--- src/fcrm_pkg.sv ---
// Shared types and constants for the counting resource manager.
`default_nettype none
package fcrm_pkg;

    // Parameter defaults
    localparam int NUM_RESOURCES_DEF = 4;
    localparam int QUEUE_DEPTH_DEF   = 8;

    // Fixed field widths
    localparam int NUM_CAP_REGS = 4;
    localparam int CFG_IDX_W    = 2;
    localparam int CAP_W        = 8;
    localparam int CMD_W        = 2;
    localparam int TASK_W       = 8;
    localparam int RSEL_W       = 2;
    localparam int UNITS_W      = 8;
    localparam int KIND_W       = 3;
    localparam int ENTRY_W      = TASK_W + UNITS_W;
    localparam int S_TDATA_W    = 24;
    localparam int M_TDATA_W    = 32;

    localparam logic [CAP_W-1:0] CAP_RESET = 8'd1;

    // Commands carried on the input tuser
    localparam logic [CMD_W-1:0] CMD_REQUEST = 2'd0;
    localparam logic [CMD_W-1:0] CMD_RELEASE = 2'd1;
    localparam logic [CMD_W-1:0] CMD_CLEAR   = 2'd2;

    typedef enum logic [KIND_W-1:0] {
        EV_GRANTED        = 3'd0,
        EV_SUSPENDED      = 3'd1,
        EV_QUEUE_FULL     = 3'd2,
        EV_RELEASE_ACK    = 3'd3,
        EV_WAITER_GRANTED = 3'd4,
        EV_CLEARED        = 3'd5
    } event_t;

    typedef enum logic [1:0] {
        ST_IDLE      = 2'd0,
        ST_EXEC      = 2'd1,
        ST_REL_CHECK = 2'd2,
        ST_REL_WAIT  = 2'd3
    } state_t;

    // One result word
    typedef struct packed {
        event_t             kind;
        logic [TASK_W-1:0]  task_id;
        logic [RSEL_W-1:0]  rsel;
        logic [UNITS_W-1:0] units;
        logic [CAP_W-1:0]   free_units;
    } result_t;

    // Write side of the wait-entry memory
    typedef struct packed {
        logic               en;
        logic [TASK_W-1:0]  task_id;
        logic [UNITS_W-1:0] units;
    } wr_req_t;

endpackage
`default_nettype wire

--- src/fcrm_wait_mem.sv ---
// Wait-entry memory: one write port, one read port with registered data.
`default_nettype none
module fcrm_wait_mem import fcrm_pkg::*; #(
    parameter int DEPTH  = NUM_RESOURCES_DEF * QUEUE_DEPTH_DEF,
    parameter int ADDR_W = $clog2(NUM_RESOURCES_DEF * QUEUE_DEPTH_DEF)
) (
    input  wire logic               aclk,
    input  wire wr_req_t            wr_req,
    input  wire logic [ADDR_W-1:0]  wr_addr,
    input  wire logic [ADDR_W-1:0]  rd_addr,
    output logic [ENTRY_W-1:0]      rd_data
);

    logic [ENTRY_W-1:0] mem_reg [DEPTH];

    // Write a queued task
    always_ff @(posedge aclk) begin
        if (wr_req.en) begin
            mem_reg[wr_addr] <= {wr_req.task_id, wr_req.units};
        end
    end

    // Read every cycle, data in the next cycle
    always_ff @(posedge aclk) begin
        rd_data <= mem_reg[rd_addr];
    end

endmodule
`default_nettype wire

--- src/fcrm_top_unused_guard.sv ---
// Registered view of the configured capacities, indexed by resource select.
`default_nettype none
module fcrm_cap_regs import fcrm_pkg::*; (
    input  wire logic                 aclk,
    input  wire logic                 aresetn,
    input  wire logic                 cfg_we,
    input  wire logic [CFG_IDX_W-1:0] cfg_idx,
    input  wire logic [CAP_W-1:0]     cfg_data,
    input  wire logic [RSEL_W-1:0]    rsel,
    output logic [CAP_W-1:0]          cap
);

    logic [CAP_W-1:0] cap_reg [NUM_CAP_REGS];

    // Capture capacity writes
    always_ff @(posedge aclk) begin
        if (!aresetn) begin
            for (int i = 0; i < NUM_CAP_REGS; i++) begin
                cap_reg[i] <= CAP_RESET;
            end
        end else if (cfg_we) begin
            cap_reg[cfg_idx] <= cfg_data;
        end
    end

    assign cap = cap_reg[rsel];

endmodule
`default_nettype wire

--- src/fcounting_resource_manager_top.sv ---
// Top level: command sequencer, per-resource counters and result register.
`default_nettype none
// A request, clear or rejected command is accepted and then executed to give its
// result word; execution waits while a held result word is not taken. A release
// gives its acknowledge and then one more result word for each waiter it grants:
// every queue head is fetched through the single read port of the wait-entry
// memory, whose data arrives in the cycle after the address. An item is accepted
// only once the previous one is finished; a held result word does not block
// acceptance. The wait-entry memory needs no clearing pass after reset.
module fcfs_counting_resource_manager import fcrm_pkg::*; #(
    parameter int NUM_RESOURCES = NUM_RESOURCES_DEF,
    parameter int QUEUE_DEPTH   = QUEUE_DEPTH_DEF
) (
    input  wire logic                 aclk,
    input  wire logic                 aresetn,
    // Configuration write port
    input  wire logic                 cfg_we,
    input  wire logic [CFG_IDX_W-1:0] cfg_idx,
    input  wire logic [CAP_W-1:0]     cfg_data,
    // Command stream
    input  wire logic                 s_tvalid,
    output logic                      s_tready,
    input  wire logic [S_TDATA_W-1:0] s_tdata,  // task_id[7:0], resource_id[9:8], units[17:10]
    input  wire logic [CMD_W-1:0]     s_tuser,  // cmd[1:0]
    // Event stream
    output logic                      m_tvalid,
    input  wire logic                 m_tready,
    output logic [M_TDATA_W-1:0]      m_tdata,  // out_task[7:0], out_resource[9:8],
                                                // out_units[17:10], free_units[25:18]
    output logic [KIND_W-1:0]         m_tuser,  // event_kind[2:0]
    output logic                      m_tlast
);

    localparam int RIDX_W = (NUM_RESOURCES > 1) ? $clog2(NUM_RESOURCES) : 1;
    localparam int HEAD_W = $clog2(QUEUE_DEPTH);
    localparam int FILL_W = $clog2(QUEUE_DEPTH + 1);
    localparam int MEM_DEPTH = NUM_RESOURCES * QUEUE_DEPTH;
    localparam int ADDR_W = (MEM_DEPTH > 1) ? $clog2(MEM_DEPTH) : 1;
    localparam logic [HEAD_W:0]   QD_SUM   = (HEAD_W + 1)'(QUEUE_DEPTH);
    localparam logic [HEAD_W-1:0] HEAD_MAX = HEAD_W'(QUEUE_DEPTH - 1);
    localparam logic [FILL_W-1:0] QD_FILL  = FILL_W'(QUEUE_DEPTH);

    state_t state_reg, state_next;

    // Latched command
    logic [CMD_W-1:0]   cmd_reg;
    logic [TASK_W-1:0]  task_reg;
    logic [RSEL_W-1:0]  rsel_reg;
    logic [UNITS_W-1:0] units_reg;

    // Per-resource counters
    logic [CAP_W-1:0]  free_reg [NUM_RESOURCES];
    logic [CAP_W-1:0]  free_next [NUM_RESOURCES];
    logic [HEAD_W-1:0] head_reg [NUM_RESOURCES];
    logic [HEAD_W-1:0] head_next [NUM_RESOURCES];
    logic [FILL_W-1:0] fill_reg [NUM_RESOURCES];
    logic [FILL_W-1:0] fill_next [NUM_RESOURCES];

    // Pending release events and the output register
    result_t pend_reg, pend_next;
    result_t m_res_reg;
    logic    m_last_reg;
    logic    m_valid_reg;

    // Datapath
    logic [RIDX_W-1:0]  res_idx;
    logic [RIDX_W-1:0]  cfg_ridx;
    logic               res_ok;
    logic [CAP_W-1:0]   cur_free;
    logic [HEAD_W-1:0]  cur_head;
    logic [FILL_W-1:0]  cur_fill;
    logic [CAP_W-1:0]   cur_cap;
    logic [CAP_W:0]     rel_sum;
    logic [CAP_W-1:0]   rel_free;
    logic [HEAD_W:0]    tail_sum;
    logic [HEAD_W-1:0]  tail;
    logic [ADDR_W-1:0]  base_addr;
    logic [ADDR_W-1:0]  rd_addr;
    logic [ADDR_W-1:0]  wr_addr;
    logic [ENTRY_W-1:0] rd_data;
    logic [TASK_W-1:0]  head_task;
    logic [UNITS_W-1:0] head_units;
    logic               can_grant;
    logic               can_emit;
    logic               emit;
    logic               emit_last;
    result_t            emit_res;
    wr_req_t            wr_req;
    logic               s_accept;

    assign s_tready = (state_reg == ST_IDLE);
    assign s_accept = s_tvalid && s_tready;
    assign can_emit = !m_valid_reg || m_tready;

    assign res_idx  = RIDX_W'(rsel_reg);
    assign cfg_ridx = RIDX_W'(cfg_idx);
    assign res_ok   = (int'(rsel_reg) < NUM_RESOURCES) && (int'(rsel_reg) < NUM_CAP_REGS);
    assign cur_free = free_reg[res_idx];
    assign cur_head = head_reg[res_idx];
    assign cur_fill = fill_reg[res_idx];

    fcrm_cap_regs u_cap (
        .aclk     (aclk),
        .aresetn  (aresetn),
        .cfg_we   (cfg_we),
        .cfg_idx  (cfg_idx),
        .cfg_data (cfg_data),
        .rsel     (rsel_reg),
        .cap      (cur_cap)
    );

    // Release: saturate at capacity
    assign rel_sum  = {1'b0, cur_free} + {1'b0, units_reg};
    assign rel_free = (rel_sum > {1'b0, cur_cap}) ? cur_cap : rel_sum[CAP_W-1:0];

    // Tail slot of the current queue
    assign tail_sum = {1'b0, cur_head} + (HEAD_W + 1)'(cur_fill);
    assign tail     = (tail_sum >= QD_SUM) ? HEAD_W'(tail_sum - QD_SUM) : tail_sum[HEAD_W-1:0];

    // Memory addressing: head for reads, tail for writes
    assign base_addr = ADDR_W'(int'(res_idx) * QUEUE_DEPTH);
    assign rd_addr   = base_addr + ADDR_W'(cur_head);
    assign wr_addr   = base_addr + ADDR_W'(tail);

    fcrm_wait_mem #(
        .DEPTH  (MEM_DEPTH),
        .ADDR_W (ADDR_W)
    ) u_wait_mem (
        .aclk    (aclk),
        .wr_req  (wr_req),
        .wr_addr (wr_addr),
        .rd_addr (rd_addr),
        .rd_data (rd_data)
    );

    assign head_task  = rd_data[ENTRY_W-1:UNITS_W];
    assign head_units = rd_data[UNITS_W-1:0];
    assign can_grant  = (cur_free != '0) && (cur_fill != '0) && (head_units <= cur_free);

    // Sequencer: next state, counter updates and result selection
    always_comb begin
        state_next = state_reg;
        free_next  = free_reg;
        head_next  = head_reg;
        fill_next  = fill_reg;
        pend_next  = pend_reg;
        emit       = 1'b0;
        emit_last  = 1'b1;
        emit_res   = pend_reg;
        wr_req.en      = 1'b0;
        wr_req.task_id = task_reg;
        wr_req.units   = units_reg;

        unique case (state_reg)
            ST_IDLE: begin
                if (s_accept) begin
                    state_next = ST_EXEC;
                end
            end
            ST_EXEC: begin
                case (cmd_reg)
                    CMD_CLEAR: begin
                        if (can_emit) begin
                            emit     = 1'b1;
                            emit_res = '{kind: EV_CLEARED, task_id: '0, rsel: '0,
                                         units: '0, free_units: '0};
                            for (int i = 0; i < NUM_RESOURCES; i++) begin
                                head_next[i] = '0;
                                fill_next[i] = '0;
                            end
                            state_next = ST_IDLE;
                        end
                    end
                    CMD_REQUEST, CMD_RELEASE: begin
                        if (!res_ok) begin
                            if (can_emit) begin
                                emit     = 1'b1;
                                emit_res = '{kind: EV_QUEUE_FULL, task_id: task_reg,
                                             rsel: rsel_reg, units: units_reg,
                                             free_units: '0};
                                state_next = ST_IDLE;
                            end
                        end else if (cmd_reg == CMD_RELEASE) begin
                            // Return units, then look at the queue head
                            free_next[res_idx] = rel_free;
                            pend_next = '{kind: EV_RELEASE_ACK, task_id: task_reg,
                                          rsel: rsel_reg, units: units_reg,
                                          free_units: rel_free};
                            state_next = ST_REL_CHECK;
                        end else if (can_emit) begin
                            emit       = 1'b1;
                            state_next = ST_IDLE;
                            if (cur_fill == '0 && cur_free >= units_reg) begin
                                free_next[res_idx] = cur_free - units_reg;
                                emit_res = '{kind: EV_GRANTED, task_id: task_reg,
                                             rsel: rsel_reg, units: units_reg,
                                             free_units: cur_free - units_reg};
                            end else if (cur_fill < QD_FILL) begin
                                wr_req.en          = 1'b1;
                                fill_next[res_idx] = cur_fill + FILL_W'(1);
                                emit_res = '{kind: EV_SUSPENDED, task_id: task_reg,
                                             rsel: rsel_reg, units: units_reg,
                                             free_units: cur_free};
                            end else begin
                                emit_res = '{kind: EV_QUEUE_FULL, task_id: task_reg,
                                             rsel: rsel_reg, units: units_reg,
                                             free_units: cur_free};
                            end
                        end
                    end
                    default: begin
                        state_next = ST_IDLE;
                    end
                endcase
            end
            ST_REL_CHECK: begin
                // Send the held event; grant the head if it fits
                if (can_emit) begin
                    emit      = 1'b1;
                    emit_res  = pend_reg;
                    emit_last = !can_grant;
                    if (can_grant) begin
                        free_next[res_idx] = cur_free - head_units;
                        head_next[res_idx] = (cur_head == HEAD_MAX) ? '0
                                             : cur_head + HEAD_W'(1);
                        fill_next[res_idx] = cur_fill - FILL_W'(1);
                        pend_next = '{kind: EV_WAITER_GRANTED, task_id: head_task,
                                      rsel: rsel_reg, units: head_units,
                                      free_units: cur_free - head_units};
                        state_next = ST_REL_WAIT;
                    end else begin
                        state_next = ST_IDLE;
                    end
                end
            end
            ST_REL_WAIT: begin
                // Wait for the new head to be read
                state_next = ST_REL_CHECK;
            end
            default: begin
                state_next = ST_IDLE;
            end
        endcase

        // Clamp the free count to a newly written capacity
        if (cfg_we && int'(cfg_idx) < NUM_RESOURCES) begin
            if (free_next[cfg_ridx] > cfg_data) begin
                free_next[cfg_ridx] = cfg_data;
            end
        end
    end

    // Control state and counters
    always_ff @(posedge aclk) begin
        if (!aresetn) begin
            state_reg <= ST_IDLE;
            for (int i = 0; i < NUM_RESOURCES; i++) begin
                free_reg[i] <= (i < NUM_CAP_REGS) ? CAP_RESET : '0;
                head_reg[i] <= '0;
                fill_reg[i] <= '0;
            end
        end else begin
            state_reg <= state_next;
            free_reg  <= free_next;
            head_reg  <= head_next;
            fill_reg  <= fill_next;
        end
    end

    // Latch the accepted word and the pending event
    always_ff @(posedge aclk) begin
        if (s_accept) begin
            cmd_reg   <= s_tuser;
            task_reg  <= s_tdata[TASK_W-1:0];
            rsel_reg  <= s_tdata[TASK_W +: RSEL_W];
            units_reg <= s_tdata[TASK_W + RSEL_W +: UNITS_W];
        end
        pend_reg <= pend_next;
    end

    // Output register
    always_ff @(posedge aclk) begin
        if (!aresetn) begin
            m_valid_reg <= 1'b0;
        end else if (emit) begin
            m_valid_reg <= 1'b1;
        end else if (m_tready) begin
            m_valid_reg <= 1'b0;
        end
    end

    always_ff @(posedge aclk) begin
        if (emit) begin
            m_res_reg  <= emit_res;
            m_last_reg <= emit_last;
        end
    end

    assign m_tvalid = m_valid_reg;
    assign m_tuser  = m_res_reg.kind;
    assign m_tlast  = m_last_reg;
    assign m_tdata  = {(M_TDATA_W - CAP_W - UNITS_W - RSEL_W - TASK_W)'(0),
                       m_res_reg.free_units, m_res_reg.units,
                       m_res_reg.rsel, m_res_reg.task_id};

    // A new result never overwrites one that is still held
    a_no_overwrite: assert property (@(posedge aclk) disable iff (!aresetn)
        emit |-> (!m_valid_reg || m_tready))
        else $error("result register overwritten");

    // Queue fill stays within the depth
    a_fill_bound: assert property (@(posedge aclk) disable iff (!aresetn)
        res_ok |-> (cur_fill <= QD_FILL))
        else $error("queue fill beyond depth");

    // Free count never exceeds the capacity
    a_free_bound: assert property (@(posedge aclk) disable iff (!aresetn)
        res_ok |-> (cur_free <= cur_cap))
        else $error("free count above capacity");

    // A granted waiter leaves the queue one entry shorter
    a_grant_pops: assert property (@(posedge aclk) disable iff (!aresetn)
        (state_reg == ST_REL_WAIT) |-> (cur_fill == $past(cur_fill) - FILL_W'(1)))
        else $error("waiter grant did not pop the queue");

endmodule
`default_nettype wire
--- config.mk ---
export PLATFORM = sky130hd
export DESIGN_NAME = fcfs_counting_resource_manager
export DESIGN_NICKNAME = d
export VERILOG_FILES = /design/src/fcrm_pkg.sv /design/src/fcrm_wait_mem.sv /design/src/fcrm_top_unused_guard.sv /design/src/fcounting_resource_manager_top.sv
export SDC_FILE = /design/constraint.sdc
export NUM_CORES = 1
export LEC_CHECK = 0
export BUFFER_PORTS_ARGS = -buffer_cell sky130_fd_sc_hd__buf_2
export CORE_MARGIN = 2
export CORE_UTILIZATION = 45
export DETAILED_ROUTE_END_ITERATION = 10
export GPL_TIMING_DRIVEN = 0
export SYNTH_ARGS = -nofsm -noshare
export SYNTH_HDL_FRONTEND = slang
export SYNTH_SLANG_ARGS = --single-unit
--- constraint.sdc ---
create_clock -name aclk -period 22.7 [get_ports aclk]
set_input_delay 4.54 -clock aclk [delete_from_list [all_inputs] [get_ports aclk]]
set_output_delay 4.54 -clock aclk [all_outputs]
set_load 0.005 [all_outputs]
==> flow_summary.toml, run 1 <==
[pwr]
p_clk_share_pct = 41.7
ir_drop_mv = 0.08877
p_int_w = 0.002233
leakage_nw = 11.89
switching_share_pct = 24.07
p_per_area_mw_per_mm2 = 82.51
pwr-share-seq_pct = 49.7
p_comb_share_pct = 8.6
power.switching_w = 0.0007079

[setup_path]
crit_family = "compound AO/OA/AOI/OAI gates"
critical_path_arrival_ns = 10.42
startpoint_type = "input port"
crit_chain = "buf_2, nand2b_1, o21ai_0, or4_1, clkbuf_1, nor3_1, mux2_2, a211oi_1, a221o_1, o22ai_1, a211oi_1, ha_1, nor2b_1, o21a_1, o21a_1, o21ai_0, a21oi_1, o311a_1, nand3_1, clkbuf_1, mux2i_1, nand2_1"
endpoint_kind = "register"
critPathBufInv = 3
path_depth = 22
r2r_start = "res_idx[0]"
path_class = "in2reg"
critical_path.slowest_cell = "nor3_1"
critPathRequiredTime_ns = 23.19
rr_worst_depth = 28
cp-startpoint = "m_tready"
cp_slowest_stage_delay_ns = 0.64
critPathMaxFanout = 10

[grt]
grt_pass1_vias = 19490
grt_max_degree = 35
antenna_found_initial = 1
overflow = 0
grt_usage_pct = 25.62
grt_pass1_wl_mm = 131.1

[logic_synthesis]
synth_edf_count = 622
synth.avg_cell_area_um2 = 14.70
synth-async-reset-ratio_pct = 0
syn_inst = 2100
syn_area_mm2 = 0.03088
yosysWarnings = 0
ys_ff_latch = 703
yosysSeqAreaShare_pct = 65.75
ys_types = 74
synth_flop_cell = "edfxtp_1"

[floorplanning]
initial_core_util_pct = 45.26
die_h_um = 265.9
die-area_mm2 = 0.07072
num_io_pins = 79
rows = 96
die_x_um = 265.9
core-area_mm2 = 0.06823

[detailed_routing]
vias = 19590
first_pass_iters = 7
wl_mm = 89.82
wl_per_cell_um = 27.80
route.detailed.drc = 0
ant_nets = 0
vias_per_cell = 6.063
drt-initial-drc-count = 2337

[clock_tree]
cts_resized = 0
clk_path_buf_depth = 3
tritoncts = "built"
insertion_delay_ns = 0.63
cts_max_level = 3
holdBufCountCts = 0
clk_pin_slew_ns = 0.06
numCtsBuffers = 76
root_buffer = "clkbuf_16"
cts.sinks = 703
postCtsSetupBuffers = 0

[layout]
n_fill_cell = 5695
stdcell_count = 3231
multiInputGateArea_mm2 = 0.009920
layout-drive-gt1-share_pct = 19.93
regArea_mm2 = 0.02030
largest_reg_flops = 512
final_util_pct = 52.25
num-nets-final = 2384
area_delta_synth_final_pct = 15.45

[sta]
timing.fmax_mhz = 100.7
rsz0062_at_grt = "false"
period_share_pct = 43.74
layout_setup_ws_ns = 12.77
period_needed_ns = 9.928
finalSetupViolCount = 0
max_slew.worst_pin.slew_ns = 1.412
final_max_slew_viol_count = 0
fin_skew_ns = 0.02500
fin_tns_setup_ns = 0
hold_viol_final = 0
timing.slew.headroom_pct = 5.895
whs_ns = 0.4688

[worst_hold_path]
hp-start = "head_reg[4]"
hold_path.class = "reg2reg"
hold_depth = 2

[placed_design]
gp_congestion = 0.9637
io_buffers = 66
dp_cells = 3091
dp_slack_ns = 12.32
hpwlAfterDp_mm = 63.51

[status]
status = "complete, no violations"

[run]
drv_cap = 0
power groups by stage:
| stage | logic, W | registers [W] | clock network, W |
|---|---|---|---|
| detailed placement | 0.000242 | 0.00149 | 0 |
| finish | 0.000252 | 0.00146 | 0.00123 |
| floorplan | 0.000138 | 0.00148 | 0 |
| global route | 0.000269 | 0.00146 | 0.00130 |
| CTS | 0.000243 | 0.00147 | 0.00125 |
| global placement | 0.000219 | 0.00150 | 0 |
layout by cell type (no fill, tap or decap), drive strengths merged, types with 10 or more instances in the layout:
cell type and instances:
and2 13, a21oi 126, o31ai 11, a221oi 17, or2 11, a211oi 34
ha 49, clkbuf 189, nor2 169, nor2b 12, nand3 23, nand2 239
dfxtp 81, xnor2 13, nand2b 20, mux4 155, a221o 16, nor3 18
inv 65, or4 23, buf 142, mux2 22, mux2i 30, o21ai 92
clkinv 24, or3 10, edfxtp 622, nand4 17
final cells by class:
class / count / share of cell area [%]
clock inverter: 36 / 1.207
tap: 882 / 3.096
timing repair buffer: 107 / 3.089
sequential: 703 / 56.95
multi-input combinational: 1217 / 27.83
buffer: 124 / 1.509
inverter: 61 / 0.6423
clock buffer: 100 / 5.676
antenna: 1 / 0.007020
cell families (layout without fill, tap and decap cells):
group	count (synthesis)	count (layout)	share of synthesized area (%)
AO/OA/AOI/OAI	366	366	7.631
flip-flops	703	703	65.75
multiplexers	207	207	13.08
AND/OR/NAND/NOR	566	566	8.263
XOR/XNOR	19	19	0.5390
adder cells (fa/ha/maj)	53	53	2.245
buffers and inverters	185	428	2.484
other	1	7	0.01215
routing by layer:
metal	share of wire, %	up-vias	GRT usage, %	wire, µm
met4	3.2	0	8.397	2841
met2	47	883	40.60	42060
met5	0	-	0	0
met3	7.5	172	4.057	6713
li1	-	8507	-	-
met1	43	10030	36.44	38200
final timing paths:
kind | endpoint | slack [ns]
max reg2reg | free_reg[0] | 13.26
min reg2reg | head_reg[4] | 0.47
max | free_reg[0] | 12.77
min | head_reg[4] | 0.47
Yosys cell counts (18+ instances only):
library cell | number | area (µm²)
a211oi_1 | 33 | 247.7
a21oi_1 | 126 | 630.6
clkbuf_1 | 89 | 334.1
dfxtp_1 | 81 | 1622
edfxtp_1 | 622 | 18680
ha_1 | 49 | 613.1
inv_1 | 60 | 225.2
mux2_2 | 22 | 247.7
mux2i_1 | 30 | 300.3
mux4_2 | 155 | 3491
nand2_1 | 239 | 897.1
nand2b_1 | 20 | 125.1
nand3_1 | 23 | 115.1
nor2_1 | 167 | 626.9
nor3_1 | 18 | 90.09
o21ai_0 | 84 | 420.4
or4_1 | 21 | 157.7
metrics by stage:
stage,area [µm²],power [W]
after floorplan,30890,0.001619
after global placement,32330,0.001723
after detailed placement,33110,0.001735
after CTS,35560,0.002957
after global routing,35640,0.003029
final,35650,0.002941
worst reg2reg max path, delay by kind of cell (launching register included):
family                   cells  cell delay [ns]
multiplexers                 4             1.87
AND/OR/NAND/NOR              4             1.40
AO/OA/AOI/OAI               13             3.33
adder cells (fa/ha/maj)      3             0.96
flip-flops                   1             0.43
buffers and inverters        4             1.32
Power figures use the tool's default switching activity.
==> run 2: changes to the inputs <==
Settings changed: ABC_AREA set to 1.
Clock period 22.7 ns to 10.4 ns, I/O delays scaled along.
==> flow_summary.toml, run 2 <==
[worst_hold_path]
hp-start = "fill_reg[9]"
min_to = "fill_reg[9]"
hold_depth = 2
hold_path.class = "reg2reg"

[setup_path]
critical_path_arrival_ns = 8.63
endpoint_kind = "register"
reg2reg_setup_slack_ns = 2.28
startpoint_type = "register"
cp_slowest_stage_delay_ns = 0.86
critPathRequiredTime_ns = 10.91
cpMostUsedCell = "nand2_1"
r2r-end = "free_reg[19]"
path_class = "reg2reg"
r2r_start = "res_idx[1]"
critical_path.slowest_cell = "o21ai_0"
critPathMaxFanout = 10
rr_worst_depth = 36

[floorplanning]
die_h_um = 269.5
rows = 97
die_x_um = 269.5
initial_core_util_pct = 45.36
core-area_mm2 = 0.06991
die-area_mm2 = 0.07260
num_io_pins = 79

[detailed_routing]
first_pass_iters = 6
wl_mm = 106.4
wl_per_cell_um = 25.15
routed-wl-met3_mm = 9.516
ant_nets = 0
route.detailed.drc = 0
vias_per_cell = 5.885
drt-initial-drc-count = 3255
wl_met2_mm = 47.76
maxUsedRoutingLayer = "met4"
vias = 24880
drt-met1-wl_mm = 43.49

[sta]
period_share_pct = 78.04
hold_viol_final = 0
period_needed_ns = 8.116
timing.fmax_mhz = 123.2
timing.slew.headroom_pct = 5.250
fin_skew_ns = 0.03773
max_slew.worst_pin.slew_ns = 1.406
finalSetupViolCount = 0
rsz0062_at_grt = "false"
fin_tns_setup_ns = 0
final_max_slew_viol_count = 0

[grt]
antenna_found_initial = 3
grt_pass1_wl_mm = 154.8
grt_max_degree = 36
grt_usage_pct = 28.68
overflow = 0
grt_pass1_vias = 23700

[layout]
final_common_cell = "edfxtp_1"
largest_reg_flops = 512
layout-drive-gt1-share_pct = 9.246
final_util_pct = 52.38
area_delta_synth_final_pct = 15.48
num-nets-final = 3318
insertedDiodeCount = 0
mostFrequentLayoutCells = "edfxtp_1, nand2_1, nor2_1"

[clock_tree]
clk_path_buf_depth = 3
root_buffer = "clkbuf_16"
clk_pin_slew_ns = 0.06
insertion_delay_ns = 0.65
cts_resized = 0
holdBufCountCts = 0
numCtsBuffers = 76
tritoncts = "built"
cts_max_level = 3
cts.sinks = 703
postCtsSetupBuffers = 0

[logic_synthesis]
synth_flop_cell = "edfxtp_1"
synth_top_area_cell = "edfxtp_1"
yosysWarnings = 0
yosysSeqAreaShare_pct = 64.02
syn_inst = 3035
synth_edf_count = 622
synth_common_cells = "edfxtp_1, nand2_1, nor2_1, o21ai_0, inv_1"
synth.most_common_cell = "edfxtp_1"
synth.avg_cell_area_um2 = 10.45
synth-async-reset-ratio_pct = 0
ys_ff_latch = 703
synth_area_leaders = "edfxtp_1, nand2_1, o21ai_0"
ys_types = 51
netlist.area_leader.share_pct = 58.90
syn_area_mm2 = 0.03171

[pwr]
leakage_nw = 13.26
ir_drop_mv = 0.1308
p_per_area_mw_per_mm2 = 185.7

[placed_design]
io_buffers = 66
gp_congestion = 0.9684
hpwlAfterDp_mm = 75.42

[status]
status = "complete, no violations"

[run]
drv_cap = 0
==> run 2: cell types whose count changed after synthesis, moves of 138 or more <==
cell	before	now
nor2_1	167	408
o21ai_0	84	345
mux4_2	155	0
nand3_1	23	161
inv_1	60	204
nand2_1	239	543
==> run 2: power breakdown <==
part / switching [W] / internal, W
Combinational: 0.000648 / 0.000251
Clock: 0.00117 / 0.00151
Sequential: 0.0000567 / 0.00316
==> run 2: kinds of logic after synthesis <==
kind of cell | synth area share (%)
buf+inv | 4.846
xor+xnor | 0.6076
flops | 64.02
compound gates | 13.09
other cells | 0.01183
fa+ha+maj | 2.186
simple gates | 15.24
==> run 2: area by class of cell <==
cell class | instances | area [µm²]
clock buffers | 97 | 2032
clock inverters | 45 | 465.4
inverters | 215 | 807.0
well taps | 940 | 1176
flip-flops and latches | 703 | 20300
repair buffers | 106 | 1111
plain buffers | 176 | 729.5
fillers | 6236 | 33290
multi-input cells | 1946 | 9996
==> run 2: per-layer routing <==
layer  up-vias  track usage (%)
met3       254            4.479
met4         0            14.34
met5         -                0
li1      11190                -
met2      1338            44.36
met1     12100            39.50
==> run 2: worst max path at each step <==
stage | cells after the start | slack (ns) | endpoint | from
finish | 36 | 2.28 | free_reg[19] | res_idx[1]
global route | 37 | 1.79 | free_reg[19] | res_idx[0]
CTS | 36 | 2.42 | free_reg[19] | res_idx[1]
detailed placement | 36 | 2.51 | free_reg[19] | res_idx[1]
global placement | 41 | 2.48 | free_reg[19] | res_idx[1]
floorplan | 5 | 4.56 | pend_reg[0] | m_tready
==> run 2: through the flow <==
stage	std cells	worst slack, ns	power (W)	instance area (µm²)	hold slack [ns]
after floorplan	3040	4.563	0.003777	31730	0.4277
after global placement	4046	2.481	0.004102	33230	0.4351
after detailed placement	4077	2.511	0.004133	33890	0.4551
after CTS	4219	2.418	0.006785	36390	0.4640
after global routing	4228	1.795	0.007011	36620	0.4806
final	4228	2.284	0.006798	36620	0.4625
==> run 2: worst max-delay path: cells and delay by family (launching register included) <==
| family | cells | cell delay (ns) |
|---|---|---|
| AND/OR/NAND/NOR | 18 | 2.59 |
| AO/OA/AOI/OAI | 8 | 2.19 |
| buffers and inverters | 7 | 1.69 |
| adder cells (fa/ha/maj) | 3 | 0.93 |
| flip-flops | 1 | 0.54 |
